### src/hdl/ddd_pkg.sv
// ----------------------------------------------------------------------------
// ddd_pkg
// Shared widths, constants, calendar tables and pipeline control type for the
// date day distance block.
// ----------------------------------------------------------------------------
package ddd_pkg;

  localparam int DAY_W      = 5;
  localparam int MONTH_W    = 4;
  localparam int YEAR_W     = 14;
  localparam int DIST_W     = 22;
  localparam int SERIAL_W   = 23;
  localparam int DAYS_W     = 10;

  localparam int unsigned MAX_YEAR_DEF = 9999;

  localparam int unsigned DAYS_PER_YEAR = 365;
  localparam int unsigned CENTURY       = 100;
  localparam int unsigned FEB_DAYS      = 28;
  localparam int unsigned FEBRUARY      = 2;
  localparam int unsigned MARCH         = 3;
  localparam int unsigned DECEMBER      = 12;

  // floor(x / 100) == (x * RECIP_100) >> RECIP_SHIFT for every x below 2**14
  localparam int unsigned RECIP_100   = 5243;
  localparam int          RECIP_SHIFT = 19;
  localparam int          RECIP_W     = 13;
  localparam int          PROD_W      = YEAR_W + RECIP_W;
  localparam int          QUOT_W      = PROD_W - RECIP_SHIFT;

  localparam logic [DIST_W-1:0] DIST_MAX = {DIST_W{1'b1}};

  localparam int DATE_STAGES = 4;
  localparam int STAGES      = DATE_STAGES + 1;

  typedef struct packed {
    logic [DATE_STAGES-1:0] load;
    logic                   dist_load;
  } ddd_ctrl_t;

  // Days of all months before month m in a common year.
  function automatic logic [8:0] days_before(input logic [MONTH_W-1:0] m);
    logic [8:0] r;
    case (m)
      4'd0, 4'd1: r = 9'd0;
      4'd2:       r = 9'd31;
      4'd3:       r = 9'd59;
      4'd4:       r = 9'd90;
      4'd5:       r = 9'd120;
      4'd6:       r = 9'd151;
      4'd7:       r = 9'd181;
      4'd8:       r = 9'd212;
      4'd9:       r = 9'd243;
      4'd10:      r = 9'd273;
      4'd11:      r = 9'd304;
      4'd12:      r = 9'd334;
      default:    r = 9'd365;
    endcase
    return r;
  endfunction

  // Length of month m in a common year; zero for a month code with no meaning.
  function automatic logic [DAY_W-1:0] month_days(input logic [MONTH_W-1:0] m);
    logic [DAY_W-1:0] r;
    case (m)
      4'd1, 4'd3, 4'd5, 4'd7, 4'd8, 4'd10, 4'd12: r = 5'd31;
      4'd4, 4'd6, 4'd9, 4'd11:                   r = 5'd30;
      4'd2:                                      r = DAY_W'(FEB_DAYS);
      default:                                   r = '0;
    endcase
    return r;
  endfunction

endpackage

### src/hdl/ddd_distance.sv
// ----------------------------------------------------------------------------
// ddd_distance
// Output stage: absolute difference of two serial counts, saturated to the
// result width, held with the date flags until taken.
// ----------------------------------------------------------------------------
module ddd_distance
  import ddd_pkg::*;
(
  input  logic                clk,
  input  ddd_ctrl_t           ctrl,
  input  logic [SERIAL_W-1:0] serial_a,
  input  logic [SERIAL_W-1:0] serial_b,
  input  logic                ok_a,
  input  logic                ok_b,
  output logic [DIST_W-1:0]   distance_days,
  output logic                valid_a,
  output logic                valid_b
);

  logic [SERIAL_W-1:0] diff;
  logic [DIST_W-1:0]   dist_sat;

  always_comb begin
    diff     = (serial_a >= serial_b) ? (serial_a - serial_b) : (serial_b - serial_a);
    dist_sat = (diff > SERIAL_W'(DIST_MAX)) ? DIST_MAX : diff[DIST_W-1:0];
  end

  always_ff @(posedge clk) begin
    if (ctrl.dist_load) begin
      distance_days <= dist_sat;
      valid_a       <= ok_a;
      valid_b       <= ok_b;
    end
  end

endmodule

### config.mk
export PLATFORM = sky130hd
export DESIGN_NAME = ddd_distance
export DESIGN_NICKNAME = d
export VERILOG_FILES = /design/src/hdl/ddd_pkg.sv /design/src/hdl/ddd_distance.sv
export SDC_FILE = /design/constraint.sdc
export NUM_CORES = 1
export LEC_CHECK = 0
export BUFFER_PORTS_ARGS = -buffer_cell sky130_fd_sc_hd__buf_4
export CAP_MARGIN = 5
export CORE_MARGIN = 3
export CORE_UTILIZATION = 51
export DETAILED_ROUTE_END_ITERATION = 8
export MAX_ROUTING_LAYER = met4
export PLACE_DENSITY = 0.75
export SLEW_MARGIN = 20
export SYNTH_ARGS = -nofsm -noshare
export SYNTH_HDL_FRONTEND = slang
export SYNTH_SLANG_ARGS = --single-unit
### constraint.sdc
create_clock -name clk -period 10.03 [get_ports clk]
set_input_delay 2.006 -clock clk [delete_from_list [all_inputs] [get_ports clk]]
set_output_delay 2.006 -clock clk [all_outputs]
set_load 0.005 [all_outputs]
### After elaboration in Yosys (flattened, before gate mapping)

Cells that the tools add are included.

* register bits: 24
* input port bits: 54
* word-level logic and storage cells: 8

* multiplexer cells: 1
* $add $sub $neg: 2
* magnitude comparators: 2

Operator list (count)
* subtractor 23 bit: 2
* greater-or-equal comparator 23 bit: 1
* greater-than comparator 23 x 22 -> 1 bit (second input constant): 1
* two-way mux 23 bit: 1

### Logic depth before layout (Yosys ltp)

* depth after elaboration: 3
* gate-level depth with buffers: 13

### Least setup slack after synthesis

Ideal clock, no wire load.

* kind: in2reg
* start: in serial_a[11]
* end: reg distance_days[19], data pin
* stages: 13
* setup time: 0.255 ns
* data required time: 9.775 ns
* arrival time: 4.330 ns
* slack: 5.444 ns
* cells stage by stage: inv_1 ha_1 buf_2 and4_1 nor2b_1 a31oi_1 o21ai_2 nor2_4 mux2_4 o211a_1 o221ai_2 buf_6 nand2_1

* longest elaborated chain between the ends: 3
* elaborated cells between the ends (all ways): 5
* classes of those cells: add/sub: 2; order compare: 2; mux: 1

RTL lines
* start: declaration: line ddd_distance.sv:11 `input logic [SERIAL_W-1:0] serial_a,`
* subtractor 23 bit / greater-or-equal comparator 23 bit (equally long branches): line ddd_distance.sv:24 `diff = (serial_a >= serial_b) ? (serial_a - serial_b) : (serial_b - serial_a);`
* two-way mux 23 bit (*): line ddd_distance.sv:24
* greater-than comparator 23 x 22 -> 1 bit: line ddd_distance.sv:25 `dist_sat = (diff > SERIAL_W'(DIST_MAX)) ? DIST_MAX : diff[DIST_W-1:0];`
* end signal: assignment: line ddd_distance.sv:30 `distance_days <= dist_sat;`
* end: declaration: line ddd_distance.sv:15 `output logic [DIST_W-1:0] distance_days,`

Mark *: on every way between the ends. The rest lies on a longest branch, timed or not.
A chain may end at the register's enable or synchronous reset.

### Worst setup path in the final report

* start: in serial_a[14]
* end: reg distance_days[2], data pin

Same word-level chain as after synthesis.

==> impl_metrics.env <==
export IMPL_numPortBuffers=73
export IMPL_routed_wirelength_um=7670
export IMPL_synthSimpleGateAreaFrac=0.154
export IMPL_die_y_um=85.6
export IMPL_gp_congestion=0.932
export IMPL_fmax_ghz=0.185
export IMPL_hold_viol=0
export IMPL_dp_slack_ns=4.38
export IMPL_dp_hpwl_um=6270
export IMPL_drt_drc_violations_left=0
export IMPL_finalWorstSetupSlack_ns=4.64
export IMPL_yosys_area_share_adder=0.187
export IMPL_synth_top_area_share=0.223
export IMPL_cp_startpoint="serial_a[14]"
export IMPL_synth_fp_nets=500
export IMPL_drive_above_1_share=0.203
export IMPL_finalCritPeriodShare=0.538
export IMPL_critPathMaxFanout=22
export IMPL_critPathKind="in2reg"
export IMPL_fp_row_count=28
export IMPL_synth_edf_count=24
export IMPL_place_area_um2=3770
export IMPL_initialDrtViolationCount=193
export IMPL_startpoint_type="input port"
export IMPL_setup_violations_final=0
export IMPL_fp_coreArea_um2=6030
export IMPL_htreeDepth=1
export IMPL_total_power_mw=0.435
export IMPL_synthTopCellsByCount="50 x inv_1, 45 x ha_1, 44 x a21oi_1"
export IMPL_yosys_area_top_type="edfxtp_1"
export IMPL_required_ns=10.00
export IMPL_fin_nets=560
export IMPL_dp_cells=529
export IMPL_stdcell_area_um2=3840
export IMPL_cts_sinks=24
export IMPL_antenna_left=0
export IMPL_critPathCapture="distance_days[2]"
export IMPL_rsz0062_at_grt="false"
export IMPL_grt_pass1_wl_um=12600
export IMPL_tightest_slew_ns=0.969
export IMPL_cts_resized=0
export IMPL_cts_root_buf="clkbuf_8"
export IMPL_max_cap_violations=0
export IMPL_cts_path_max_buffers=2
export IMPL_grt_max_degree=25
export IMPL_io_pins=78
export IMPL_grt_pass1_vias=2690
export IMPL_layoutNonFillerInstCount=533
export IMPL_yosysWarnings=0
export IMPL_period_needed_ns=5.39
export IMPL_synth_area_leaders="edfxtp_1 22%, ha_1 17%, a21oi_1 6.8%"
export IMPL_worst_setup_path_end_kind="flip-flop"
export IMPL_ys_seq_elements=24
export IMPL_wl_per_cell_um=14.4
export IMPL_synth_xor_area_frac=0.0542
export IMPL_grt_total_usage=0.213
export IMPL_antenna_found_initial=0
export IMPL_path_clk_slew_ns=0.08
export IMPL_ys_types=53
export IMPL_cts_tree="built"
export IMPL_synth_compound_area_share=0.263
export IMPL_async_flop_share=0
export IMPL_peakVddDrop_mv=0.0974
export IMPL_post_cts_buffers=0
export IMPL_die_w_um=85.6
export IMPL_syn_area_um2=3230
export IMPL_tns_ns=0
export IMPL_ys_seq_area_frac=0.223
export IMPL_hold_class="in2reg"
export IMPL_dieArea_um2=7330
export IMPL_initial_core_util=0.536
export IMPL_synth_area_mux_share=0.0302
export IMPL_fin_util=0.638
export IMPL_cts_hold_buffers=0
export IMPL_syn2layout_area_growth_pct=19.0
export IMPL_firstDrtPassIters=6
export IMPL_slew_headroom=0.354
export IMPL_grt_overflow=0
export IMPL_status="completed"
export IMPL_routed_via_count=3018
export IMPL_report_final_slew_viol_count=0
export IMPL_synthesis_instances=399
export IMPL_p_leak_nw=1.90
export IMPL_synth_most_common_cell="inv_1"
export IMPL_powerDensity_nw_per_um2=113
export IMPL_synth_ff_type="edfxtp_1"
export IMPL_synth_top_family_by_area="compound AO/OA/AOI/OAI gates"
export IMPL_via_per_inst=5.66
export IMPL_antenna_cells=0
export IMPL_cts_buffers=3
export IMPL_whs_ns=1.92
export IMPL_avgSynthCellArea_um2=8.10
export IMPL_worstPathArrival_ns=5.36
## worst min path at each step
stage / startpoint / end / slack (ns) / cells past startpoint
after floorplan: ok_a / valid_a / 2.10 / 0
after global placement: ok_b / valid_b / 2.19 / 1
after detailed placement: ok_a / valid_a / 2.19 / 1
after CTS: ok_a / valid_a / 1.91 / 1
after global routing: ok_a / valid_a / 1.90 / 1
final: ok_a / valid_a / 1.92 / 1
## metal layers
layer	up-vias	global-route usage	routed length (um)
met1	1354	0.304	3610
met4	0	0.0532	98
li1	1525	-	-
met5	-	-	0
met3	10	0.0173	541
met2	129	0.328	3420
## final cells by class
cell class	instances	area, um^2
fill	536	2180
sequential	24	721
timing repair buffer	73	548
inverter	50	188
tap	75	93.8
clock buffer	3	41.3
clock inverter	1	30.0
multi-input combinational	307	2220
## worst max-delay path, cell delays in order
cell	delay, ns
buf_4	0.08
inv_1	0.04
ha_1	0.38
a21oi_1	0.32
o21ai_0	0.21
a21oi_1	0.26
o21ai_2	0.15
nor2_4	0.43
mux2_4	0.37
o211a_1	0.24
o221ai_2	0.73
nand2_1	0.14
## kinds of logic (layout without fill, tap and decap cells)
family                   Yosys count  in the layout
AO/OA/AOI/OAI                    129            129
flip-flops                        24             24
AND/OR/NAND/NOR                  102            102
XOR/XNOR                          20             20
adder cells (fa/ha/maj)           47             47
buffers and inverters             68            127
multiplexers                       9              9
## state kept, by name (all words and copies together), names as in the netlist
register and cells:
distance_days 22, valid_a 1, valid_b 1
## report_power, final
| group | internal, mW | total, mW | switching [mW] |
|---|---|---|---|
| combinational | 0.0969 | 0.218 | 0.121 |
| sequential | 0.133 | 0.136 | 0.00370 |
| clock | 0.0533 | 0.0808 | 0.0275 |
## cells in the final DEF, fill, tap and decap left out, types with 3 or more instances in the layout
cell type	instances
and3_1	3
edfxtp_1	24
nand3_1	4
a21oi_1	44
nand2_2	4
o211ai_1	3
a31oi_1	6
a21o_1	17
nor2b_1	7
a211oi_1	4
clkbuf_8	3
inv_1	50
nand2_1	43
ha_1	45
nand4_1	5
buf_4	73
mux2i_1	6
o21ai_0	21
a221oi_1	7
xor2_1	10
xnor2_1	10
and4_1	3
o21a_1	4
nor2_1	20
nand2b_1	5
No activity file was read; power rests on OpenSTA's default activity.
