===== src/hdl/ddd_pkg.sv =====
// ----------------------------------------------------------------------------
// ddd_pkg
// Shared widths, constants, calendar tables and pipeline control type for the
// date day distance block.
// ----------------------------------------------------------------------------
package ddd_pkg;

  localparam int DAY_W      = 5;
  localparam int MONTH_W    = 4;
  localparam int YEAR_W     = 14;
  localparam int DIST_W     = 22;
  localparam int SERIAL_W   = 23;
  localparam int DAYS_W     = 10;

  localparam int unsigned MAX_YEAR_DEF = 9999;

  localparam int unsigned DAYS_PER_YEAR = 365;
  localparam int unsigned CENTURY       = 100;
  localparam int unsigned FEB_DAYS      = 28;
  localparam int unsigned FEBRUARY      = 2;
  localparam int unsigned MARCH         = 3;
  localparam int unsigned DECEMBER      = 12;

  // floor(x / 100) == (x * RECIP_100) >> RECIP_SHIFT for every x below 2**14
  localparam int unsigned RECIP_100   = 5243;
  localparam int          RECIP_SHIFT = 19;
  localparam int          RECIP_W     = 13;
  localparam int          PROD_W      = YEAR_W + RECIP_W;
  localparam int          QUOT_W      = PROD_W - RECIP_SHIFT;

  localparam logic [DIST_W-1:0] DIST_MAX = {DIST_W{1'b1}};

  localparam int DATE_STAGES = 4;
  localparam int STAGES      = DATE_STAGES + 1;

  typedef struct packed {
    logic [DATE_STAGES-1:0] load;
    logic                   dist_load;
  } ddd_ctrl_t;

  // Days of all months before month m in a common year.
  function automatic logic [8:0] days_before(input logic [MONTH_W-1:0] m);
    logic [8:0] r;
    case (m)
      4'd0, 4'd1: r = 9'd0;
      4'd2:       r = 9'd31;
      4'd3:       r = 9'd59;
      4'd4:       r = 9'd90;
      4'd5:       r = 9'd120;
      4'd6:       r = 9'd151;
      4'd7:       r = 9'd181;
      4'd8:       r = 9'd212;
      4'd9:       r = 9'd243;
      4'd10:      r = 9'd273;
      4'd11:      r = 9'd304;
      4'd12:      r = 9'd334;
      default:    r = 9'd365;
    endcase
    return r;
  endfunction

  // Length of month m in a common year; zero for a month code with no meaning.
  function automatic logic [DAY_W-1:0] month_days(input logic [MONTH_W-1:0] m);
    logic [DAY_W-1:0] r;
    case (m)
      4'd1, 4'd3, 4'd5, 4'd7, 4'd8, 4'd10, 4'd12: r = 5'd31;
      4'd4, 4'd6, 4'd9, 4'd11:                   r = 5'd30;
      4'd2:                                      r = DAY_W'(FEB_DAYS);
      default:                                   r = '0;
    endcase
    return r;
  endfunction

endpackage


===== src/hdl/ddd_pipe_ctrl.sv =====
// ----------------------------------------------------------------------------
// ddd_pipe_ctrl
// Valid bits and per-stage load enables; a stage loads when it is empty or
// the stage after it loads, so bubbles collapse under backpressure.
// ----------------------------------------------------------------------------
module ddd_pipe_ctrl
  import ddd_pkg::*;
(
  input  logic      clk,
  input  logic      rst,
  input  logic      in_valid,
  output logic      in_ready,
  output logic      out_valid,
  input  logic      out_ready,
  output ddd_ctrl_t ctrl
);

  logic [STAGES-1:0] v;
  logic [STAGES-1:0] rdy;

  always_comb begin
    rdy[STAGES-1] = !v[STAGES-1] || out_ready;
    for (int i = STAGES - 2; i >= 0; i--) begin
      rdy[i] = !v[i] || rdy[i+1];
    end
  end

  always_ff @(posedge clk) begin
    if (rst) begin
      v <= '0;
    end else begin
      if (rdy[0]) begin
        v[0] <= in_valid;
      end
      for (int i = 1; i < STAGES; i++) begin
        if (rdy[i]) begin
          v[i] <= v[i-1];
        end
      end
    end
  end

  assign in_ready       = rdy[0];
  assign out_valid      = v[STAGES-1];
  assign ctrl.load      = rdy[DATE_STAGES-1:0];
  assign ctrl.dist_load = rdy[STAGES-1];

  a_accept_fills: assert property (@(posedge clk) disable iff (rst)
    (in_valid && in_ready) |=> v[0])
    else $error("accepted beat did not enter first stage");

  a_stall_full: assert property (@(posedge clk) disable iff (rst)
    !in_ready |-> (v == {STAGES{1'b1}}))
    else $error("input stalled while a stage is empty");

  a_hold_out: assert property (@(posedge clk) disable iff (rst)
    (v[STAGES-1] && !out_ready) |=> v[STAGES-1])
    else $error("stalled result dropped");

  a_reset_empty: assert property (@(posedge clk)
    rst |=> (v == '0))
    else $error("pipeline not empty after reset");

endmodule


===== config.mk =====
export PLATFORM = sky130hd
export DESIGN_NAME = ddd_pipe_ctrl
export DESIGN_NICKNAME = d
export VERILOG_FILES = /design/src/hdl/ddd_pkg.sv /design/src/hdl/ddd_pipe_ctrl.sv
export SDC_FILE = /design/constraint.sdc
export NUM_CORES = 1
export LEC_CHECK = 0
export BUFFER_PORTS_ARGS = -buffer_cell sky130_fd_sc_hd__buf_4
export CORE_AREA = 5 5 42 44
export DETAILED_ROUTE_END_ITERATION = 7
export DIE_AREA = 0 0 47 49
export PLACE_DENSITY = 0.44
export SYNTH_ARGS = -nofsm -noshare
export SYNTH_HDL_FRONTEND = slang
export SYNTH_SLANG_ARGS = --single-unit
export TNS_END_PERCENT = 30

===== constraint.sdc =====
create_clock -name clk -period 1.9 [get_ports clk]
set_input_delay 0.19 -clock clk [delete_from_list [all_inputs] [get_ports clk]]
set_output_delay 0.19 -clock clk [all_outputs]
set_load 0.02 [all_outputs]

Word level (Yosys, flattened, before mapping):

Cells that the tools add are included.

* reductions and logical operators: 10

Operator list (count)
* $logic_not 1->1: 5
* $logic_or 1x1->1: 5

* register bits after elaboration: 5
* word-level logic and storage cells: 15
* input bits: 4
* output and inout port bits: 7

Logic depth before layout (Yosys ltp):

Gate-level depths: netlist of run 1.

* depth after elaboration: 6
* depth in mapped cells: 3
* depth with buffers taken out: 3

Worst setup path before layout of run 1:

No wires, ideal clock.

* kind: register to output
* from: reg v[4]
* to: out ctrl[1] (netlist name)
* cell stages (with the launch flop): 4
* path buffers: 1
* slack: 523 ps
* data arrival time: 1187 ps
* data required time: 1710 ps
* path through: dfxtp_1 and4b_2 nand3_1 buf_4

* cells in the longest elaborated chain, start to end: 6

Ends and longest elaborated chain
* start, declared: RTL line ddd_pipe_ctrl.sv:18 `logic [STAGES-1:0] v;`
* start signal, assigned by index: RTL line ddd_pipe_ctrl.sv:37 `v[i] <= v[i-1];`
* $logic_not 1->1: RTL line ddd_pipe_ctrl.sv:22 `rdy[STAGES-1] = !v[STAGES-1] || out_ready;`
* $logic_or 1x1->1: RTL line ddd_pipe_ctrl.sv:22
* $logic_or 1x1->1 (4 in a row): RTL line ddd_pipe_ctrl.sv:24 `rdy[i] = !v[i] || rdy[i+1];`
* end, declared: RTL line ddd_pipe_ctrl.sv:15 `output ddd_ctrl_t ctrl`

No other way between the ends.

==> results of run 1 <==
==> kinds of logic (layout without fill, tap and decap cells) <==
group | Yosys count | count (layout) | share of synthesized area (%)
buf+inv | 6 | 19 | 12.1
simple gates | 7 | 7 | 22.0
flops | 5 | 5 | 46.2
compound gates | 5 | 5 | 19.7
==> synthesized netlist by cell type <==
library cell	number	share of area [%]
a21oi_1	3	6.9
and4b_2	1	5.2
buf_4	1	3.5
dfxtp_1	5	46
inv_1	4	6.9
inv_2	1	1.7
nand2_1	1	1.7
nand2b_1	2	5.8
nand3_1	1	2.3
nand3b_1	2	6.9
o22ai_1	1	2.9
o31ai_4	1	9.8
==> layer usage <==
layer,share of wire [%],global-route usage (%),up-vias
met4,0,1.38,0
met1,49,7.28,83
met3,18,5.54,0
li1,-,-,102
met5,0,0,-
met2,33,5.43,14
==> power breakdown <==
part	switching, uW	internal, uW	total, uW
logic	6.89	8.45	15.3
clock network	45.3	79.5	125
registers	2.52	109	111
==> layout make-up <==
| class | count | area (um^2) | area share, % |
|---|---|---|---|
| flip-flops and latches | 5 | 100 | 30.3 |
| multi-input cells | 12 | 90.1 | 27.3 |
| repair buffers | 10 | 75.1 | 22.7 |
| clock buffers | 4 | 26.3 | 7.95 |
| well taps | 16 | 20.0 | 6.06 |
| inverters | 5 | 18.8 | 5.68 |
==> worst min path at each step <==
stage / from / slack, ns / to
after floorplan: rst / 0.26 / v[2]$_SDFFE_PP0P_
after global placement: rst / 0.43 / v[3]$_SDFFE_PP0P_
after detailed placement: rst / 0.42 / v[2]$_SDFFE_PP0P_
after CTS: rst / 0.17 / v[2]$_SDFFE_PP0P_
after global routing: rst / 0.18 / v[4]$_SDFFE_PP0P_
final: rst / 0.17 / v[2]$_SDFFE_PP0P_
==> stage by stage <==
step           hold WS (ns)  total power, uW  cell area, um^2
2_1_floorplan         0.259              119              216
3_3_place_gp          0.426              129              304
3_5_place_dp          0.424              128              304
4_1_cts               0.166              256              330
5_1_grt               0.181              266              330
6_report              0.174              251              330
==> results.md, run 1 <==
* Status: completed
* Die Width at 47 um
* Die area at between 2000 and 2500 um^2
* Final slew viol count at 0
* Finished Layout Cells at 52
* Launching element type of the critical path: flop
* Clock sink count at 5
* Synth Net Count at 27
* ANT nets after route at 0
* Initial DRC Count at 3
* Slowest-stage cell, CP: dfxtp_1
* First-pass GRT wire length at around 830 um
* DRC violations left at 0
* Buffers added on ports at 10
* Worst hold path type: in2reg
* Setup ws final at 0.536 ns
* Initial Util at between 10% and 20%
* Placed insts at 48
* Height of the die at between 40 and 50 um
* Crit path cell chain: and4b_2 -> nand3_1 -> buf_4
* Arr. time, crit path at 1.17 ns
* Worst setup path startpoint: v[4]$_SDFFE_PP0P_
* Routed wire length at 516 um
* Fmax at between 700 and 800 MHz
* Most common cell after layout, fill and taps aside: buf_4
* CP Capture Type: primary output
* CTS Root Cell: clkbuf_4
* CP top delay family: simple AND/OR/NAND/NOR gates
* Setup WS pre-CTS at approximately 0.81 ns
* # H-tree levels at 1
* RSZ-0062 raised after global routing: no
* Final setup skew at ~0.0035 ns
* Flop-to-flop setup slack at 0.95 ns
* Critical path buffer and inverter count at 1
* Fraction of final layout cells sized beyond drive strength 1 at ~44%
* RR Startpoint: v[4]$_SDFFE_PP0P_
* P_leak at between 0.0001 and 0.00015 uW
* Clock latency on the worst-skew pair at around 0.24 ns
* Critical path endpoint: ctrl[1]
* Vias per inst at between 3 and 4
* Pwr dens at ~760 nW/um^2
* Area Overhead vs Synth at 52.6%
* I/O pin cnt at 11
* Final Hold Viols at 0
* Final setup fails at 0
* Synth Instances at 23
* CTS resizes at 0
* CP max FO at 4
* GRT Util Overall at ~5.3%
* Final core occ at 23.6%
* Worst R2R Path Depth at 3
* Biggest regs: v: 5 flops
* Setup TNS at 0 ns
* FILL cells at approximately 160
* Yosys reg bits at 5
* Post-synthesis sequential area ratio at between 40% and 50%
* Most used cells in the layout excluding fill and tap cells: 10 x buf_4, 5 x dfxtp_1, 4 x inv_1
* R2r endpoint: v[1]$_SDFFE_PP0P_
* Period utilization at 71.8%
* Syn Area/Cell at 9.41 um^2
* Initial antenna violation count at 0
* # diodes at 0
* Post-DP HPWL at roughly 360 um
* Worst-path clk slew at about 0.05 ns
* Total number of yosys warnings at 0
* Worst Path Required at approximately 1.7 ns
* Routability Congestion at about 0.64
* Largest net degree at the start of global routing at 8
* Synth Cell Area at about 220 um^2
* Maximum vdd drop at around 0.29 mV
* Number of global-route vias before repair at 211
* DRT Pass-1 Iters at 4
* Largest Register: v
* Worst Setup Path Type: reg2out
* Crit path largest cell delay at approximately 0.38 ns
* Maximum capacitance violations at 0
* Worst Hold Path Cells at 2
* Row count at 14
* CTS hold repair buffers at 0
* Netlist cell types at 12
* Wirelength per Cell at 9.92 um
* Post-route minimum period at around 1.4 ns
* CTS Buffer Depth at 2
* CTS tree: yes
* Slew headroom at 90.4%
* Max reg flops at 5
* Core Area at around 1400 um^2
* Post-CTS Setup Inserts at 0
* Via Count at 199
* Final net count at 41
* Worst-Margin Slew at around 0.14 ns
* CTS Buf Count at 3
* Total grt overflow at 0
* Critical path depth at 3
Note: power is estimated with default switching activity, not from simulation.
==> inputs of run 2 (changes only) <==
ABC_AREA = 1   (was unset)
PLACE_DENSITY = 0.42   (was 0.44)
clock period = 1.3 ns   (was 1.9 ns; I/O delays follow)
==> run 2 against run 1 <==
Combinational power increased by 14%. Highest routed layer unchanged. Non-clock buffer count did not move. Routed wire length decreased by 17%. Cell count unchanged. First-iteration DRC count decreased by 100%. Critical endpoint is now in_ready. Sequential power is 46% higher. Count of clock-buffer cells in the layout stayed put. Largest power group unchanged. Flip-flop and latch count did not move.
==> results.md, run 2 <==
* Fmax at between 800 and 900 MHz
* Maximum vdd drop at approximately 0.65 mV
* CP max FO at 3
* Status: completed
* Routed wire length at 429 um
* Worst Path Required at 1.17 ns
* Number of global-route vias before repair at roughly 190
* Final slew viol count at 0
* Period utilization at 94.6%
* Pwr dens at between 1000 and 1500 nW/um^2
* CTS Buffer Depth at 2
* Core Area at between 1000 and 1500 um^2
* Initial Util at between 10% and 20%
* CTS Root Cell: clkbuf_4
* Initial antenna violation count at 0
* CP Capture Type: primary output
* Arr. time, crit path at between 1 and 1.5 ns
* Most common cell after layout, fill and taps aside: buf_4
* Final setup fails at 0
* Die area at between 2000 and 2500 um^2
* Synth Net Count at 27
* Max reg flops at 5
* RR Startpoint: v[3]$_SDFFE_PP0P_
* Biggest regs: v: 5 flops
* Placed insts at 48
* Netlist cell types at 7
* Final Hold Viols at 0
* CTS hold repair buffers at 0
* Die Width at 47 um
* First-pass GRT wire length at around 700 um
* Slowest-stage cell, CP: dfxtp_1
* Worst-path clk slew at around 0.04 ns
* Post-synth EDFFs at 0
* DRC violations left at 0
* # H-tree levels at 1
* Synth async-reset ratio at 0%
* Most used cell, CP: nand3_2
* Most used cells in the layout excluding fill and tap cells: 10 x buf_4, 7 x inv_1, 5 x a21oi_1
* Cell taking the most area after synthesis: dfxtp_1
* Maximum capacitance violations at 0
* Setup TNS at 0 ns
* Wirelength per Cell at 8.25 um
* Synth Cell Area at ~190 um^2
* Total grt overflow at 0
* P_leak at 0.000126 uW
* Post-route minimum period at 1.23 ns
* Synth Instances at 23
* Most frequent cells after synthesis: 7 x inv_1, 5 x a21oi_1, 5 x dfxtp_1
* Launching element type of the critical path: flop
* Final setup skew at 0.00458 ns
* Initial DRC Count at 0
* Synth Flop Type: dfxtp_1
* Most common cell in the netlist: inv_1
* Fraction of final layout cells sized beyond drive strength 1 at between 40% and 50%
* Crit path cell chain: nand3_2 -> nor2_4 -> nand3_2 -> buf_4
* Worst setup path startpoint: v[3]$_SDFFE_PP0P_
* GRT Util Overall at about 4.3%
* # diodes at 0
* Top post-synthesis cells by area: dfxtp_1 52%, inv_1 14%, a21oi_1 13%, nand3_2 10%, buf_4 3.9%
* Clock sink count at 5
* CTS tree: yes
* RSZ-0062 raised after global routing: no
* Buffers added on ports at 10
* Clock latency on the worst-skew pair at 0.24 ns
* Share of the synthesized area in the top cell type at roughly half
* Post-synthesis sequential area ratio at just over 50%
* Slew headroom at 92.6%
* Yosys reg bits at 5
* Finished Layout Cells at 52
* Worst-Margin Slew at between 0.1 and 0.15 ns
* Height of the die at approximately 49 um
* Largest Register: v
* ANT nets after route at 0
* CTS Buf Count at 3
* DRT Pass-1 Iters at 1
* Hold_sp: rst
* Row count at 14
* Via Count at between 150 and 200
* Area Overhead vs Synth at 62.3%
* Worst Setup Path Type: reg2out
* Post-CTS Setup Inserts at 0
* Vias per inst at between 3 and 4
* Routability Congestion at 0.651
* Syn Area/Cell at around 8.4 um^2
* I/O pin cnt at 11
* Worst hold path type: in2reg
* Final net count at between 40 and 50
* Largest net degree at the start of global routing at 6
* Crit path largest cell delay at around 0.33 ns
* Total number of yosys warnings at 0
run 2: cells by family (layout without fill, tap and decap cells):
logic type,count (synthesis),count (layout),synth area share (%)
DFF,5,5,52.0
and+or+nand+nor,5,5,17.5
AOI/OAI and AO/OA,5,5,13.0
buffers and inverters,8,21,17.5
run 2: path summary, 6_finish.rpt:
kind                                     endpoint  depth (start not counted)  slack [ns]
worst max-delay path                     in_ready                          4        0.07
worst min-delay path            v[4]$_SDFFE_PP0P_                          2        0.08
worst max register to register  v[0]$_SDFFE_PP0P_                          4        0.42
worst min register to register  v[4]$_SDFFE_PP0P_                          2        0.45
run 2: metrics by stage:
| step | util, % | power, uW | hold WS (ns) | setup slack (ns) | cell area (um^2) |
|---|---|---|---|---|---|
| after floorplan | - | 171 | 0.192 | 0.0746 | 194 |
| after global placement | 20.1 | 182 | 0.330 | 0.288 | 282 |
| after detailed placement | 20.1 | 182 | 0.333 | 0.304 | 282 |
| after CTS | 22.0 | 366 | 0.0749 | 0.0268 | 308 |
| after global routing | 22.3 | 380 | 0.0967 | 0.00484 | 313 |
| final | 22.3 | 355 | 0.0808 | 0.0703 | 313 |
run 2: cell type report:
cell class	count	area (um^2)
clock buffers	4	26.3
fillers	169	1090
inverters	7	26.3
multi-input cells	10	63.8
flip-flops and latches	5	101
well taps	16	20.0
repair buffers	10	75.1
run 2: report_power, final:
part | total (uW) | switching (uW) | leakage (uW) | internal [uW]
Combinational | 17.4 | 8.10 | 0.0000700 | 9.31
Clock | 176 | 60.3 | 0.0000150 | 116
Sequential | 162 | 3.04 | 0.0000414 | 159
run 2: worst max-delay path, delay by kind of cell (launching register included):
kind	cells	cell delay (ns)
AND/OR/NAND/NOR	3	0.36
flip-flops	1	0.33
buffers and inverters	1	0.17
run 2: what timing repair did:
action,in CTS,in global routing
hold endpoints to repair,0,0
endpoints found under the setup margin,0,3
gates resized for setup,0,1
run 2: metal layers:
| metal | up-vias | part of all wire [%] | global-route usage [%] |
|---|---|---|---|
| met1 | 81 | 44 | 4.64 |
| met2 | 10 | 42 | 5.43 |
| met5 | - | 0 | 0 |
| li1 | 94 | - | - |
| met3 | 0 | 14 | 5.90 |
| met4 | 0 | 0 | 0 |
==> inputs of run 3 (changes only) <==
SETUP_SLACK_MARGIN = 0.4   (was unset)
==> run 3 against run 2 <==
Critical path depth did not move. Utilization increased by 3.7 points. Sequential share of layout area fell by 3.5 points. Sequential power about the same. Die area stayed put. Register-to-register slack got worse by 0.08 ns. Design area rose by 16%. Clock power is essentially flat. Hold slack improved by 0.00089 ns. Via count decreased by 1.1%. Non-clock buffer count up 3.
==> results.md, run 3 (synthesis results as in run 2) <==
* DRC violations left at 0
* Pwr dens at just under 1000 nW/um^2
* Setup WS pre-CTS at roughly 0.29 ns
* Worst-path clk slew at roughly 0.04 ns
* Most used cells in the layout excluding fill and tap cells: 11 x buf_4, 7 x inv_1, 5 x a21oi_1
* Slew headroom at roughly 90%
* Largest Register: v
* Power Total at around 360 uW
* Final Hold Viols at 0
* Maximum vdd drop at around 0.41 mV
* Max reg flops at 5
* # diodes at 0
* Fmax at roughly 860 MHz
* Worst hold path type: in2reg
* Fraction of final layout cells sized beyond drive strength 1 at approximately 56%
* Worst Setup Path Type: reg2out
* Post-DP HPWL at roughly 330 um
* Via Count at 183
* Initial antenna violation count at 0
* Final slew viol count at 0
* Die Width at around 47 um
* Clock latency on the worst-skew pair at 0.24 ns
* Row count at 14
* Final setup skew at 0.00156 ns
* Final setup fails at 0
* CTS hold repair buffers at 0
* Area Overhead vs Synth at 89.0%
* P_leak at between 0.0001 and 0.00015 uW
* Status: completed
* Vias per inst at roughly 3.3
* Maximum capacitance violations at 0
* Largest net degree at the start of global routing at 6
* Launching element type of the critical path: flop
* First-pass GRT wire length at a little over 700 um
* Setup ws final at about 0.13 ns
* CTS Root Cell: clkbuf_4
* Total grt overflow at 0
* Routability Congestion at just under 0.6
* CTS Buffer Depth at 2
* Routed wire length at around 420 um
* DRT Pass-1 Iters at 1
* Worst-Margin Slew at 0.167 ns
* Biggest regs: v: 5 flops
* Initial DRC Count at 0
* ANT nets after route at 0
* # H-tree levels at 1
* CTS tree: yes
* Height of the die at 49 um
* I/O pin cnt at 11
* Worst Path Required at about 1.2 ns
* GRT Util Overall at under 10%
* CP Capture Type: primary output
* Arr. time, crit path at about 1.0 ns
* Setup TNS at 0 ns
* Final net count at 44
* Most common cell after layout, fill and taps aside: buf_4
* Core Area at approximately 1400 um^2
* RSZ-0062 raised after global routing: yes
* Die area at ~2300 um^2
* Initial Util at about 14%
* CTS Buf Count at 3
* CP max FO at 3
* Clock sink count at 5
* Number of global-route vias before repair at about 190
* Post-route minimum period at approximately 1.2 ns
* Buffers added on ports at 10
* Period utilization at 89.8%
* Wirelength per Cell at about 7.5 um
* Final core occ at 26.0%
run 3: power breakdown:
| group | switching [uW] | internal [uW] |
|---|---|---|
| Clock | 60.4 | 116 |
| Sequential | 4.40 | 157 |
| Combinational | 8.92 | 9.83 |
| Total | 73.8 | 283 |
run 3: timing repair:
item	in CTS	in global routing
resized for setup	4	0
gates cloned	0	0
buffers inserted	3	0
pin swaps	3	0
endpoints found under the setup margin	8	9
run 3: critical path: stages (launching register included):
cell,delay (ns)
dfxtp_4,0.35
nand3_4,0.08
nor2_4,0.14
nand3_4,0.10
buf_6,0.14
run 3: final timing paths:
kind                            slack [ns]  cells past startpoint               from                end
worst min-delay path                  0.08                      2                rst  v[4]$_SDFFE_PP0P_
worst max register to register        0.34                      5  v[4]$_SDFFE_PP0P_  v[0]$_SDFFE_PP0P_
worst min register to register        0.47                      2  v[3]$_SDFFE_PP0P_  v[4]$_SDFFE_PP0P_
worst max-delay path                  0.13                      4  v[4]$_SDFFE_PP0P_            ctrl[1]
run 3: metal layers:
layer	track usage (%)	routed length (um)	share of wire, %
met5	0	0	0
met4	4.15	0	0
met3	2.21	18	4.3
met2	5.43	215	52
met1	5.51	181	44
run 3: cell type report:
type	count	area, um^2
fill	170	1040
tap	16	20.0
multi-input combinational	10	81.3
clock buffer	4	26.3
timing repair buffer	13	105
inverter	7	26.3
sequential	5	105
run 3: per-stage QoR:
step / hold WS [ns] / std cells / cell area (um^2)
floorplan: 0.189 / 23 / 220
global placement: 0.329 / 48 / 304
detailed placement: 0.328 / 48 / 304
CTS: 0.0728 / 55 / 364
global route: 0.0749 / 55 / 364
finish: 0.0817 / 55 / 364
