### src/hdl/ddd_pkg.sv
// ----------------------------------------------------------------------------
// ddd_pkg
// Shared widths, constants, calendar tables and pipeline control type for the
// date day distance block.
// ----------------------------------------------------------------------------
package ddd_pkg;

  localparam int DAY_W      = 5;
  localparam int MONTH_W    = 4;
  localparam int YEAR_W     = 14;
  localparam int DIST_W     = 22;
  localparam int SERIAL_W   = 23;
  localparam int DAYS_W     = 10;

  localparam int unsigned MAX_YEAR_DEF = 9999;

  localparam int unsigned DAYS_PER_YEAR = 365;
  localparam int unsigned CENTURY       = 100;
  localparam int unsigned FEB_DAYS      = 28;
  localparam int unsigned FEBRUARY      = 2;
  localparam int unsigned MARCH         = 3;
  localparam int unsigned DECEMBER      = 12;

  // floor(x / 100) == (x * RECIP_100) >> RECIP_SHIFT for every x below 2**14
  localparam int unsigned RECIP_100   = 5243;
  localparam int          RECIP_SHIFT = 19;
  localparam int          RECIP_W     = 13;
  localparam int          PROD_W      = YEAR_W + RECIP_W;
  localparam int          QUOT_W      = PROD_W - RECIP_SHIFT;

  localparam logic [DIST_W-1:0] DIST_MAX = {DIST_W{1'b1}};

  localparam int DATE_STAGES = 4;
  localparam int STAGES      = DATE_STAGES + 1;

  typedef struct packed {
    logic [DATE_STAGES-1:0] load;
    logic                   dist_load;
  } ddd_ctrl_t;

  // Days of all months before month m in a common year.
  function automatic logic [8:0] days_before(input logic [MONTH_W-1:0] m);
    logic [8:0] r;
    case (m)
      4'd0, 4'd1: r = 9'd0;
      4'd2:       r = 9'd31;
      4'd3:       r = 9'd59;
      4'd4:       r = 9'd90;
      4'd5:       r = 9'd120;
      4'd6:       r = 9'd151;
      4'd7:       r = 9'd181;
      4'd8:       r = 9'd212;
      4'd9:       r = 9'd243;
      4'd10:      r = 9'd273;
      4'd11:      r = 9'd304;
      4'd12:      r = 9'd334;
      default:    r = 9'd365;
    endcase
    return r;
  endfunction

  // Length of month m in a common year; zero for a month code with no meaning.
  function automatic logic [DAY_W-1:0] month_days(input logic [MONTH_W-1:0] m);
    logic [DAY_W-1:0] r;
    case (m)
      4'd1, 4'd3, 4'd5, 4'd7, 4'd8, 4'd10, 4'd12: r = 5'd31;
      4'd4, 4'd6, 4'd9, 4'd11:                   r = 5'd30;
      4'd2:                                      r = DAY_W'(FEB_DAYS);
      default:                                   r = '0;
    endcase
    return r;
  endfunction

endpackage

### src/hdl/ddd_date_count.sv
// ----------------------------------------------------------------------------
// ddd_date_count
// Four-stage serial day count of one date: clamp and reciprocal products,
// year days and century product, leap and partial sums, final add.
// ----------------------------------------------------------------------------
module ddd_date_count
  import ddd_pkg::*;
#(
  parameter int unsigned MAX_YEAR = MAX_YEAR_DEF
) (
  input  logic                clk,
  input  ddd_ctrl_t           ctrl,
  input  logic [DAY_W-1:0]    day,
  input  logic [MONTH_W-1:0]  month,
  input  logic [YEAR_W-1:0]   year,
  output logic [SERIAL_W-1:0] serial,
  output logic                day_ok
);

  localparam logic [YEAR_W-1:0] MAX_YEAR_C = YEAR_W'(MAX_YEAR);

  logic [YEAR_W-1:0] year_c;
  logic [YEAR_W-1:0] n_c;

  logic [YEAR_W-1:0]  y1, n1;
  logic [MONTH_W-1:0] m1;
  logic [DAY_W-1:0]   d1;
  logic [PROD_W-1:0]  prod_n1, prod_y1;

  logic [YEAR_W-1:0]   y2, n2, qy100_2;
  logic [MONTH_W-1:0]  m2;
  logic [DAY_W-1:0]    d2, mlen2;
  logic [QUOT_W-1:0]   qn2, qy2;
  logic [SERIAL_W-1:0] n365_2;
  logic [8:0]          before2;

  logic leap2, leap_add2, feb2, ok2;

  logic [SERIAL_W-1:0] partial3;
  logic [DAYS_W-1:0]   days3;
  logic                ok3;

  always_comb begin
    if (year == '0) begin
      year_c = YEAR_W'(1);
    end else if (32'(year) > MAX_YEAR) begin
      year_c = MAX_YEAR_C;
    end else begin
      year_c = year;
    end
    n_c = year_c - YEAR_W'(1);
  end

  always_ff @(posedge clk) begin
    if (ctrl.load[0]) begin
      y1      <= year_c;
      n1      <= n_c;
      m1      <= month;
      d1      <= day;
      prod_n1 <= PROD_W'(n_c) * PROD_W'(RECIP_100);
      prod_y1 <= PROD_W'(year_c) * PROD_W'(RECIP_100);
    end
  end

  always_ff @(posedge clk) begin
    if (ctrl.load[1]) begin
      y2      <= y1;
      n2      <= n1;
      m2      <= m1;
      d2      <= d1;
      qn2     <= prod_n1[PROD_W-1:RECIP_SHIFT];
      qy2     <= prod_y1[PROD_W-1:RECIP_SHIFT];
      qy100_2 <= YEAR_W'(prod_y1[PROD_W-1:RECIP_SHIFT]) * YEAR_W'(CENTURY);
      n365_2  <= SERIAL_W'(n1) * SERIAL_W'(DAYS_PER_YEAR);
      before2 <= days_before(m1);
      mlen2   <= month_days(m1);
    end
  end

  always_comb begin
    leap2     = ((y2[1:0] == 2'b00) && (y2 != qy100_2)) ||
                ((y2 == qy100_2) && (qy2[1:0] == 2'b00));
    leap_add2 = leap2 && (m2 >= MONTH_W'(MARCH));
    feb2      = (m2 == MONTH_W'(FEBRUARY));
    ok2       = (m2 inside {[1:DECEMBER]}) && (d2 != '0) &&
                ({1'b0, d2} <= ({1'b0, mlen2} + 6'(leap2 && feb2)));
  end

  always_ff @(posedge clk) begin
    if (ctrl.load[2]) begin
      partial3 <= n365_2 + SERIAL_W'(n2 >> 2) - SERIAL_W'(qn2) + SERIAL_W'(qn2 >> 2);
      days3    <= DAYS_W'(before2) + DAYS_W'(leap_add2) + DAYS_W'(d2);
      ok3      <= ok2;
    end
  end

  always_ff @(posedge clk) begin
    if (ctrl.load[3]) begin
      serial <= partial3 + SERIAL_W'(days3);
      day_ok <= ok3;
    end
  end

endmodule

### config.mk
export PLATFORM = sky130hd
export DESIGN_NAME = ddd_date_count
export DESIGN_NICKNAME = d
export VERILOG_FILES = /design/src/hdl/ddd_pkg.sv /design/src/hdl/ddd_date_count.sv
export SDC_FILE = /design/constraint.sdc
export NUM_CORES = 1
export LEC_CHECK = 0
export ABC_CLOCK_PERIOD_IN_PS = 9050
export BUFFER_PORTS_ARGS = -buffer_cell sky130_fd_sc_hd__buf_4
export CORE_MARGIN = 2
export CORE_UTILIZATION = 45
export CTS_CLUSTER_DIAMETER = 60
export DETAILED_ROUTE_END_ITERATION = 7
export PLACE_DENSITY_LB_ADDON = 0.15
export SYNTH_ARGS = -nofsm -noshare
export SYNTH_HDL_FRONTEND = slang
export SYNTH_SLANG_ARGS = --single-unit
### constraint.sdc
create_clock -name clk -period 9.05 [get_ports clk]
set_input_delay 0.905 -clock clk [delete_from_list [all_inputs] [get_ports clk]]
set_output_delay 0.905 -clock clk [all_outputs]
set_load 0.005 [all_outputs]
# Word level (Yosys, flattened, before mapping)
# Memory sizes are Yosys's and may differ from the RTL's. A register that Yosys moved wholly into a read port is not among the register bits.
# Index checks and enable logic that the tools add are counted.
[op_classes] order_cmp=5 reduce_logical=12 multipliers=4 n_eq_ne=3 n_addsub=8 muxes=2
[op_table] operator="multiplier 14 x 13 -> 27 bit, second input constant" n=2
[op_table] operator="two-way mux 14 bit" n=2
[op_table] operator="adder 23 x 10 -> 23 bit" n=1
[op_table] operator="adder 23 x 12 -> 23 bit" n=1
[op_table] operator="adder 23 x 6 -> 23 bit" n=1
[op_table] operator="multiplier 14 x 9 -> 23 bit, second input constant" n=1
[op_table] operator="subtractor 23 x 8 -> 23 bit" n=1
[op_table] operator="== test 14 bit" n=1
[op_table] operator="> comparator 14 bit, second input constant" n=1
[op_table] operator="logical NOT 14 bit" n=1
[op_table] operator="inequality test 14 bit" n=1
[op_table] operator="subtractor 14 x 1 -> 14 bit, second input constant" n=1
[op_table] operator="multiplier 8 x 5 -> 12 bit, second input constant" n=1
[op_table] operator="adder 10 x 5 -> 10 bit" n=1
[op_table] operator="adder 9 x 1 -> 10 bit" n=1
[op_table] operator="logical AND 1 bit" n=7
[op_table] operator="adder 5 x 1 -> 6 bit" n=1
[op_table] operator="less-or-equal comparator 5 x 6 -> 1 bit" n=1
[op_table] operator="nonzero test 5 bit" n=1
[op_table] operator="== test 4 x 2 -> 1 bit, second input constant" n=1
[op_table] operator=">= comparator 4 x 1 -> 1 bit, second input constant" n=1
[op_table] operator=">= comparator 4 x 2 -> 1 bit, second input constant" n=1
[op_table] operator="less-or-equal comparator 4 bit, second input constant" n=1
[op_table] operator="logical NOT 2 bit" n=2
[op_table] operator="logical OR 1 bit" n=1
[totals] rom_bits=224 regBits=231 output_inout_bits=24 input_bits=29 word_cells=55 mem_count=2
[mem_list] name="(name not given)" words=16 width=9 read_ports=1 rd_clocked_by_memory_dff=1 wr=0 line_no="ddd_pkg.sv:44" rtl="case (m)"
[mem_list] name="(name not given)" words=16 width=5 read_ports=1 rd_clocked_by_memory_dff=1 wr=0 line_no="ddd_pkg.sv:65" rtl="case (m)"

# Longest topological paths before layout
# Gate-level depths: netlist of the first run.
[logic_depth] ltp_word=7 ltp_mapped=31 mapped_depth_nobuf=31

# Worst setup path before layout of the first run
# Ideal clock, no wire load.
[synth_path] path_kind="input -> register" from="in year[6]" to="reg prod_n1[25] (data pin)" n_path_buf=1 setup_ns=0.258 arrival_ns=7.716 required_time_ns=8.792 setup_slack_ns=1.077 cell_stages=27 path_cell_list="nor4_2 o21ai_1 and2_4 buf_6 nor2_1 ha_1 a21boi_1 o41a_4 o221ai_4 nor2_1 nand2_1 xnor2_1 fa_1 ha_1 fa_1 inv_1 fa_1 fa_1 inv_1 ha_1 a21o_1 a21o_1 or3_1 o211ai_1 nand3b_1 a21oi_1 xnor2_1"
[synth_between] elab_chain_len=5 word_cells_on_any_way=6 classes_between="add/sub: 1; mul: 1; order compare: 1; mux: 2; reduce/logical: 1"
[synth_lines] item="start: declaration" line_no="ddd_date_count.sv:15" rtl="input logic [YEAR_W-1:0] year,"
[synth_lines] item="> comparator 14 bit" line_no="ddd_date_count.sv:46" rtl="end else if (32'(year) > MAX_YEAR) begin"
[synth_lines] item="two-way mux 14 bit" line_no="ddd_date_count.sv:46"
[synth_lines] item="two-way mux 14 bit *" line_no="ddd_date_count.sv:44" rtl="if (year == '0) begin"
[synth_lines] item="subtractor 14 x 1 -> 14 bit *" line_no="ddd_date_count.sv:51" rtl="n_c = year_c - YEAR_W'(1);"
[synth_lines] item="via n_c[13]" line_no="ddd_date_count.sv:23" rtl="logic [YEAR_W-1:0] n_c;"
[synth_lines] item="multiplier 14 x 13 -> 27 bit *" line_no="ddd_date_count.sv:60" rtl="prod_n1 <= PROD_W'(n_c) * PROD_W'(RECIP_100);"
[synth_lines] item="end signal: assignment" line_no="ddd_date_count.sv:60"
[synth_lines] item="end: declaration" line_no="ddd_date_count.sv:28" rtl="logic [PROD_W-1:0] prod_n1, prod_y1;"
# Mark *: on every way through the listed nets, which the timed path passes. The rest lies on a longest branch.
# A chain may end at the register's enable or synchronous reset.

# Final worst setup path of the first run
# Same ends and word-level chain as after synthesis.

==> flow_metrics.tcl, run 1 <==
set metrics [dict create \
    r2r_cells 15 \
    syn_inst 1724 \
    critPathRequiredTime_ps 9320 \
    maxCapViolations 0 \
    worstPathMaxFanout 7 \
    layout_min_cycle_time_ps 7980 \
    die_area_um2 44800 \
    wl_per_cell_um 14.4 \
    netlist_area_um2 19400 \
    period_share_pct 88.2 \
    slew_headroom_pct 45.2 \
    ys_seq_elements 201 \
    cts_tree "yes" \
    routed_wl_um 34300 \
    grt_pass1_wl_um 59300 \
    finalSetupViolations 0 \
    clockBufferDepth 3 \
    grt_antenna_before_repair 0 \
    cts_sinks 201 \
    syn_avg_cell_area_um2 11.3 \
    worst_r2r_endpoint "n365_2[21]$_DFFE_PP_" \
    finalHoldViolations 0 \
    nets 2382 \
    r2r_setup_slack_ps 4120 \
    drive_gt1_share_pct 6.94 \
    fin_tns_setup_ps 0 \
    dieWidth_um 212 \
    ys_seq_area_share_pct 31.1 \
    clkLatencyLatePin_ps 520 \
    final_common_cell "inv_1" \
    dr.pass1.iters 4 \
    clkTransAtPathRegs_ps 70 \
    synth_enable_flop_cells 201 \
    num_rows 76 \
    yosysWarnings 0 \
    overflow 0 \
    fin_worst_skew_ps 12.2 \
    syn_to_final_growth_pct 10.3 \
    start_util_pct 45.3 \
    synthArstFlopShare_pct 0 \
    dp_slack_ps 533 \
    htree_levels 1 \
    layout_common_cells "inv_1 (425), ha_1 (356), edfxtp_1 (201)" \
    layout_setup_ws_ps 1070 \
    max_freq_ghz 0.125 \
    ant_nets 0 \
    cts_hold_buf 0 \
    hold_path_class "reg -> reg" \
    portBuffers 51 \
    yosysUniqueCellTypes 71 \
    grt_usage_pct 16.3 \
    synth_fp_nets 2293 \
    antenna_cells 0 \
    end_kind "flip-flop" \
    tightest_slew_ps 801 \
    cp_slowest_stage_delay_ps 540 \
    slew_violations 0 \
    crit_slowest_cell "fa_1" \
    crit_type "in -> reg" \
    die_h_um 212 \
    crit_family "adder cells" \
    gp_congestion 0.861 \
    worst_setup_path_start_kind "input pin" \
    cts_buffers 23 \
    cts_setup_buffers 0 \
    cts-resized-gates 0 \
    first_global_vias 12529 \
    min_from "y1[11]$_DFFE_PP_" \
    ys.flop_type "edfxtp_1" \
    startpoint "year[6]" \
    cp_num_buf_inv 6 \
    dr.first_iter.drc_count 432 \
    fillerInstances 3883 \
    status "finished clean" \
    dp_hpwl_um 29300 \
    cp.depth 31 \
    via_count 11626 \
    drc_errors 0 \
    ios 53 \
    grt_max_degree 54 \
    clock-root-buffer "clkbuf_16" \
    rsz0062_at_grt "no" \
    r2r_start "n1[5]$_DFFE_PP_" \
    via_per_inst 4.89 \
    crit_arrival_ps 8250 \
    crit_path_end "prod_n1[25]$_DFFE_PP_" \
    core_um2 42800 \
]
[layout make-up]
| class | count | area (um2) | area share (%) |
|---|---|---|---|
| Tap cell | 546 | 683 | 3.19 |
| Inverter | 426 | 1600 | 7.50 |
| Sequential cell | 201 | 6040 | 28.2 |
| Clock buffer | 24 | 579 | 2.71 |
| Clock inverter | 18 | 238 | 1.11 |
| Multi-Input combinational cell | 1092 | 11700 | 54.8 |
| Timing Repair Buffer | 69 | 518 | 2.42 |
[worst reg2reg max path, delay by kind of cell (launching register included)]
family / cells / cell delay [ps]
adder cells (fa/ha/maj): 5 / 2220
AO/OA/AOI/OAI: 6 / 1650
AND/OR/NAND/NOR: 1 / 140
flip-flops: 1 / 450
buffers and inverters: 2 / 90
XOR/XNOR: 1 / 110
[Yosys cell counts (6+ instances only)]
| library cell | n | area share [%] |
|---|---|---|
| nand4_1 | 8 | 0.26 |
| a21o_1 | 27 | 1.0 |
| o21ai_0 | 40 | 1.0 |
| or3_1 | 6 | 0.19 |
| xor2_1 | 28 | 1.3 |
| nor3_1 | 21 | 0.54 |
| nor2_1 | 63 | 1.2 |
| nand3_1 | 17 | 0.44 |
| edfxtp_1 | 201 | 31 |
| nand2_1 | 42 | 0.81 |
| a21boi_0 | 11 | 0.43 |
| xnor2_1 | 78 | 3.5 |
| inv_1 | 425 | 8.2 |
| nand2b_1 | 11 | 0.35 |
| a21oi_1 | 57 | 1.5 |
| o21a_1 | 10 | 0.39 |
| a31oi_1 | 9 | 0.29 |
| and3_1 | 11 | 0.35 |
| nor2b_1 | 12 | 0.39 |
| mux2i_1 | 7 | 0.36 |
| fa_1 | 184 | 19 |
| o21bai_1 | 6 | 0.23 |
| a211oi_1 | 7 | 0.27 |
| ha_1 | 356 | 23 |
| and2_1 | 7 | 0.23 |
[metrics by stage]
stage,util (%),hold WS [ps],cells,area [um2]
floorplan,-,400,1724,19400
global placement,48.1,401,2334,20600
detailed placement,48.1,405,2334,20600
CTS,50.0,420,2376,21400
global route,50.0,421,2376,21400
finish,50.0,417,2376,21400
[state kept, by name (all words and copies together), names as in the netlist, 11 cells and up]
signal	flops
partial3	23
serial	23
n365_2	21
n1	14
n2	14
y1	14
y2	14
qy100_2	11
[how the worst min path moves through the flow]
| stage | endpoint | slack [ps] | depth (start not counted) |
|---|---|---|---|
| 2_1_floorplan | d2[0]$_DFFE_PP_ | 400 | 0 |
| 3_3_place_gp | y2[3]$_DFFE_PP_ | 400 | 0 |
| 3_5_place_dp | y2[0]$_DFFE_PP_ | 400 | 0 |
| 4_1_cts | d2[4]$_DFFE_PP_ | 420 | 0 |
| 5_1_grt | qn2[4]$_DFFE_PP_ | 420 | 0 |
| 6_report | y2[11]$_DFFE_PP_ | 420 | 0 |
[metal layers]
layer  track usage (%)  share of wire [%]  up-vias
met4              2.82                1.3        0
met5                 0                  0        -
met3              1.38                2.3       33
li1                  -                  -     5905
met2              30.1                 51      119
met1              21.0                 45     5569
[logic make-up (layout without fill, tap and decap cells)]
family / Yosys count / in the layout / share of synthesized area [%]
compound gates: 213 / 213 / 7.33
xor+xnor: 107 / 107 / 4.87
flops: 201 / 201 / 31.1
fa+ha+maj: 540 / 540 / 42.0
simple gates: 222 / 222 / 5.73
mux: 10 / 10 / 0.593
buf+inv: 431 / 537 / 8.40
Power of run 1 is left out: the tool's default activity adds up to more than one toggle a clock period on the data nets, which glitch-free logic cannot reach.
==> run 2: changes to the inputs <==
- GPL_TIMING_DRIVEN: default -> 0
- RECOVER_POWER: default -> 25
==> flow_metrics.tcl, run 2 (same netlist as run 1, synthesis figures left out) <==
set metrics [dict create \
    final_area_um2 21200 \
    cts_buffers 22 \
    worst_setup_path_start_kind "input pin" \
    ios 53 \
    overflow 0 \
    clkLatencyLatePin_ps 520 \
    reg.largest.list "partial3 (23), serial (23), n365_2 (21)" \
    end_kind "flip-flop" \
    fin_worst_skew_ps 17.4 \
    die_area_um2 44800 \
    gp_congestion 0.843 \
    slew_violations 35 \
    finalSetupViolations 0 \
    core_um2 42800 \
    cts_tree "yes" \
    max_freq_ghz 0.118 \
    violations "max-capacitance violations, max-slew violations" \
    hold_path_class "reg -> reg" \
    dr.pass1.iters 4 \
    drive_gt1_share_pct 5.79 \
    dpl.cell_count 2321 \
    tightest_slew_ps 1650 \
    slew_headroom_pct -10.2 \
    crit_arrival_ps 8730 \
    start_util_pct 45.3 \
    placed_area_um2 20500 \
    period_share_pct 93.6 \
    clockBufferDepth 3 \
    grt_pass1_wl_um 58500 \
    htree_levels 1 \
    final_cells 2359 \
    via_per_inst 4.93 \
    dr.first_iter.drc_count 394 \
    cp_slowest_stage_delay_ps 580 \
    grt_max_degree 91 \
    status "complete, but fails checks" \
    wl_per_cell_um 14.4 \
    clock-root-buffer "clkbuf_16" \
    die_h_um 212 \
    cts_sinks 201 \
    startpoint "year[6]" \
    via_count 11631 \
    layout_setup_ws_ps 578 \
    grt_antenna_before_repair 0 \
    routed_wl_um 34000 \
    ant_nets 0 \
    drc_errors 0 \
    rsz0062_at_grt "no" \
    r2r_start "n1[1]$_DFFE_PP_" \
    cts_setup_buffers 0 \
    critPathRequiredTime_ps 9310 \
    worstPathMaxFanout 8 \
    dieWidth_um 212 \
    min_from "prod_n1[23]$_DFFE_PP_" \
    dp_hpwl_um 29100 \
    num_rows 76 \
    finalHoldViolations 0 \
    maxCapViolations 1 \
    crit_slowest_cell "fa_1" \
    portBuffers 51 \
    final_core_util_pct 49.5 \
    layout_common_cells "inv_1 (425), ha_1 (356), edfxtp_1 (201)" \
    antenna_cells 0 \
    crit_type "in -> reg" \
    first_global_vias 12266 \
    cts_hold_buf 0 \
    final_common_cell "inv_1" \
    grt_usage_pct 16.2 \
    dp_slack_ps -218 \
    layout_min_cycle_time_ps 8470 \
    nets 2368 \
    clkTransAtPathRegs_ps 60 \
    syn_to_final_growth_pct 9.29 \
]
[run 2: changes by cell type in the layout (fill, tap and decap cells not counted), moves of 2 or more]
cell,delta
clkbuf_1,+8
buf_4,-29
clkinv_4,-2
clkbuf_4,+9
clkinv_2,-2
[run 2: layout make-up]
cell class                 instances  area, um2
sequential                       201       6040
timing repair buffer              51        375
clock inverter                    13        168
multi-input combinational       1092      11700
tap                              546        683
inverter                         426       1600
fill                            3847      21600
clock buffer                      25        562
buffer                             5       26.3
[run 2: critical path: cells and delay by family]
| family | cells | cell delay, ps |
|---|---|---|
| adder cells (fa/ha/maj) | 7 | 3120 |
| AO/OA/AOI/OAI | 9 | 1860 |
| AND/OR/NAND/NOR | 6 | 1590 |
| buffers and inverters | 5 | 710 |
| XOR/XNOR | 2 | 520 |
[run 2: through the flow]
| step | setup TNS (ps) | hold WS [ps] |
|---|---|---|
| 6_report | 0 | 406 |
| 5_1_grt | 0 | 424 |
| 4_1_cts | 0 | 409 |
| 3_5_place_dp | -811 | 405 |
| 3_3_place_gp | -679 | 404 |
| 2_1_floorplan | 0 | 400 |
[run 2: what timing repair did]
action	in CTS	in global routing
setup endpoints to repair	0	5
endpoints found under the hold margin	0	0
gates resized for setup	0	3
[run 2: routing by layer]
| layer | vias to the layer above | routed length, um | track usage (%) |
|---|---|---|---|
| met5 | - | 0 | 0 |
| met4 | 0 | 543 | 3.59 |
| met3 | 34 | 736 | 1.48 |
| met2 | 112 | 17400 | 29.8 |
| met1 | 5602 | 15300 | 20.7 |
| li1 | 5883 | - | - |
[run 2: final timing paths]
check | slack, ps | end | cells after the start
setup / recovery | 580 | prod_n1[25]$_DFFE_PP_ | 29
hold / removal | 410 | qn2[4]$_DFFE_PP_ | 0
hold reg to reg | 410 | qn2[4]$_DFFE_PP_ | 0
setup reg to reg | 4130 | n365_2[21]$_DFFE_PP_ | 15
Power of run 2 is left out for the same reason.
==> run 3: changes to the inputs <==
- MAX_ROUTING_LAYER: default -> met4
==> flow_metrics.tcl, run 3 (same netlist as run 1, synthesis figures left out) <==
set metrics [dict create \
    finalSetupViolations 0 \
    holdPathStages 0 \
    drc_errors 0 \
    layout_common_cells "inv_1 (425), ha_1 (356), edfxtp_1 (201)" \
    num_rows 76 \
    dp_slack_ps -218 \
    hold_path_class "reg -> reg" \
    worstPathMaxFanout 8 \
    dieWidth_um 212 \
    clkTransAtPathRegs_ps 60 \
    overflow 0 \
    maxCapViolations 1 \
    dr.first_iter.drc_count 399 \
    finalHoldViolations 0 \
    clkLatencyLatePin_ps 520 \
    core_um2 42800 \
    htree_levels 1 \
    slew_violations 35 \
    ant_nets 0 \
    die_h_um 212 \
    end_kind "flip-flop" \
    period_share_pct 93.5 \
    drive_gt1_share_pct 5.79 \
    grt_max_degree 91 \
    nets 2368 \
    max_freq_ghz 0.118 \
    syn_to_final_growth_pct 9.29 \
    grt_usage_pct 16.7 \
    layout_min_cycle_time_ps 8460 \
    first_global_vias 12269 \
    status "complete, but fails checks" \
    crit_type "in -> reg" \
    cts_tree "yes" \
    grt_pass1_wl_um 58500 \
    clockBufferDepth 3 \
    gp_congestion 0.856 \
    cts_buffers 22 \
    die_area_um2 44800 \
    violations "max-capacitance violations, max-slew violations" \
    ios 53 \
    wl_per_cell_um 14.4 \
    fin_worst_skew_ps 17.8 \
    portBuffers 51 \
    final_common_cell "inv_1" \
    antenna_cells 0 \
    slew_headroom_pct -10.5 \
    dp_hpwl_um 29100 \
    routed_wl_um 34000 \
    reg.largest.list "partial3 (23), serial (23), n365_2 (21)" \
    rsz0062_at_grt "no" \
    grt_antenna_before_repair 0 \
    dr.pass1.iters 4 \
    via_per_inst 4.93 \
    cts_hold_buf 0 \
    worst_setup_path_start_kind "input pin" \
    via_count 11638 \
    layout_setup_ws_ps 590 \
    start_util_pct 45.3 \
    cp_slowest_stage_delay_ps 580 \
    crit_arrival_ps 8720 \
    hold_ws_ps 405 \
    cts_sinks 201 \
    tightest_slew_ps 1660 \
    crit_slowest_cell "fa_1" \
    critPathRequiredTime_ps 9310 \
    clock-root-buffer "clkbuf_16" \
    r2r_cells 15 \
]
-- run 3: worst max-delay path: cells and delay by family --
kind,cells,cell delay [ps]
simple gates,6,1580
buf+inv,5,710
compound gates,9,1860
fa+ha+maj,7,3120
xor+xnor,2,520
-- run 3: area by class of cell --
type                            instances  area [um2]
Fill cell                            3847       21600
Multi-Input combinational cell       1092       11700
Sequential cell                       201        6040
Inverter                              426        1600
Tap cell                              546         683
Clock buffer                           25         562
Timing Repair Buffer                   51         375
Clock inverter                         13         168
Buffer                                  5        26.3
-- run 3: routing by layer --
metal  vias up  share of wire (%)  GRT usage [%]
met5         -                  0              -
met1      5604                 45           20.7
met4         0                1.5           3.59
li1       5884                  -              -
met3        36                2.1           1.48
met2       114                 51           29.8
-- run 3: what timing repair did --
action	CTS	global route
buffers inserted	0	0
gates resized for setup	0	3
setup endpoints to repair	0	5
-- run 3: through the flow --
step	util [%]	setup TNS [ps]	cell area, um2	std cells
after floorplan	-	0	19400	1724
after global placement	47.8	-679	20500	2321
after detailed placement	47.8	-811	20500	2321
after CTS	49.5	0	21200	2359
after global routing	49.5	0	21200	2359
final	49.5	0	21200	2359
-- run 3: worst paths after layout --
check | from | to | slack [ps]
worst min register to register | prod_n1[23]$_DFFE_PP_ | qn2[4]$_DFFE_PP_ | 410
worst max-delay path | year[6] | prod_n1[25]$_DFFE_PP_ | 590
worst min-delay path | prod_n1[23]$_DFFE_PP_ | qn2[4]$_DFFE_PP_ | 410
worst max register to register | n1[1]$_DFFE_PP_ | n365_2[21]$_DFFE_PP_ | 4130
Power of run 3 is left out for the same reason.
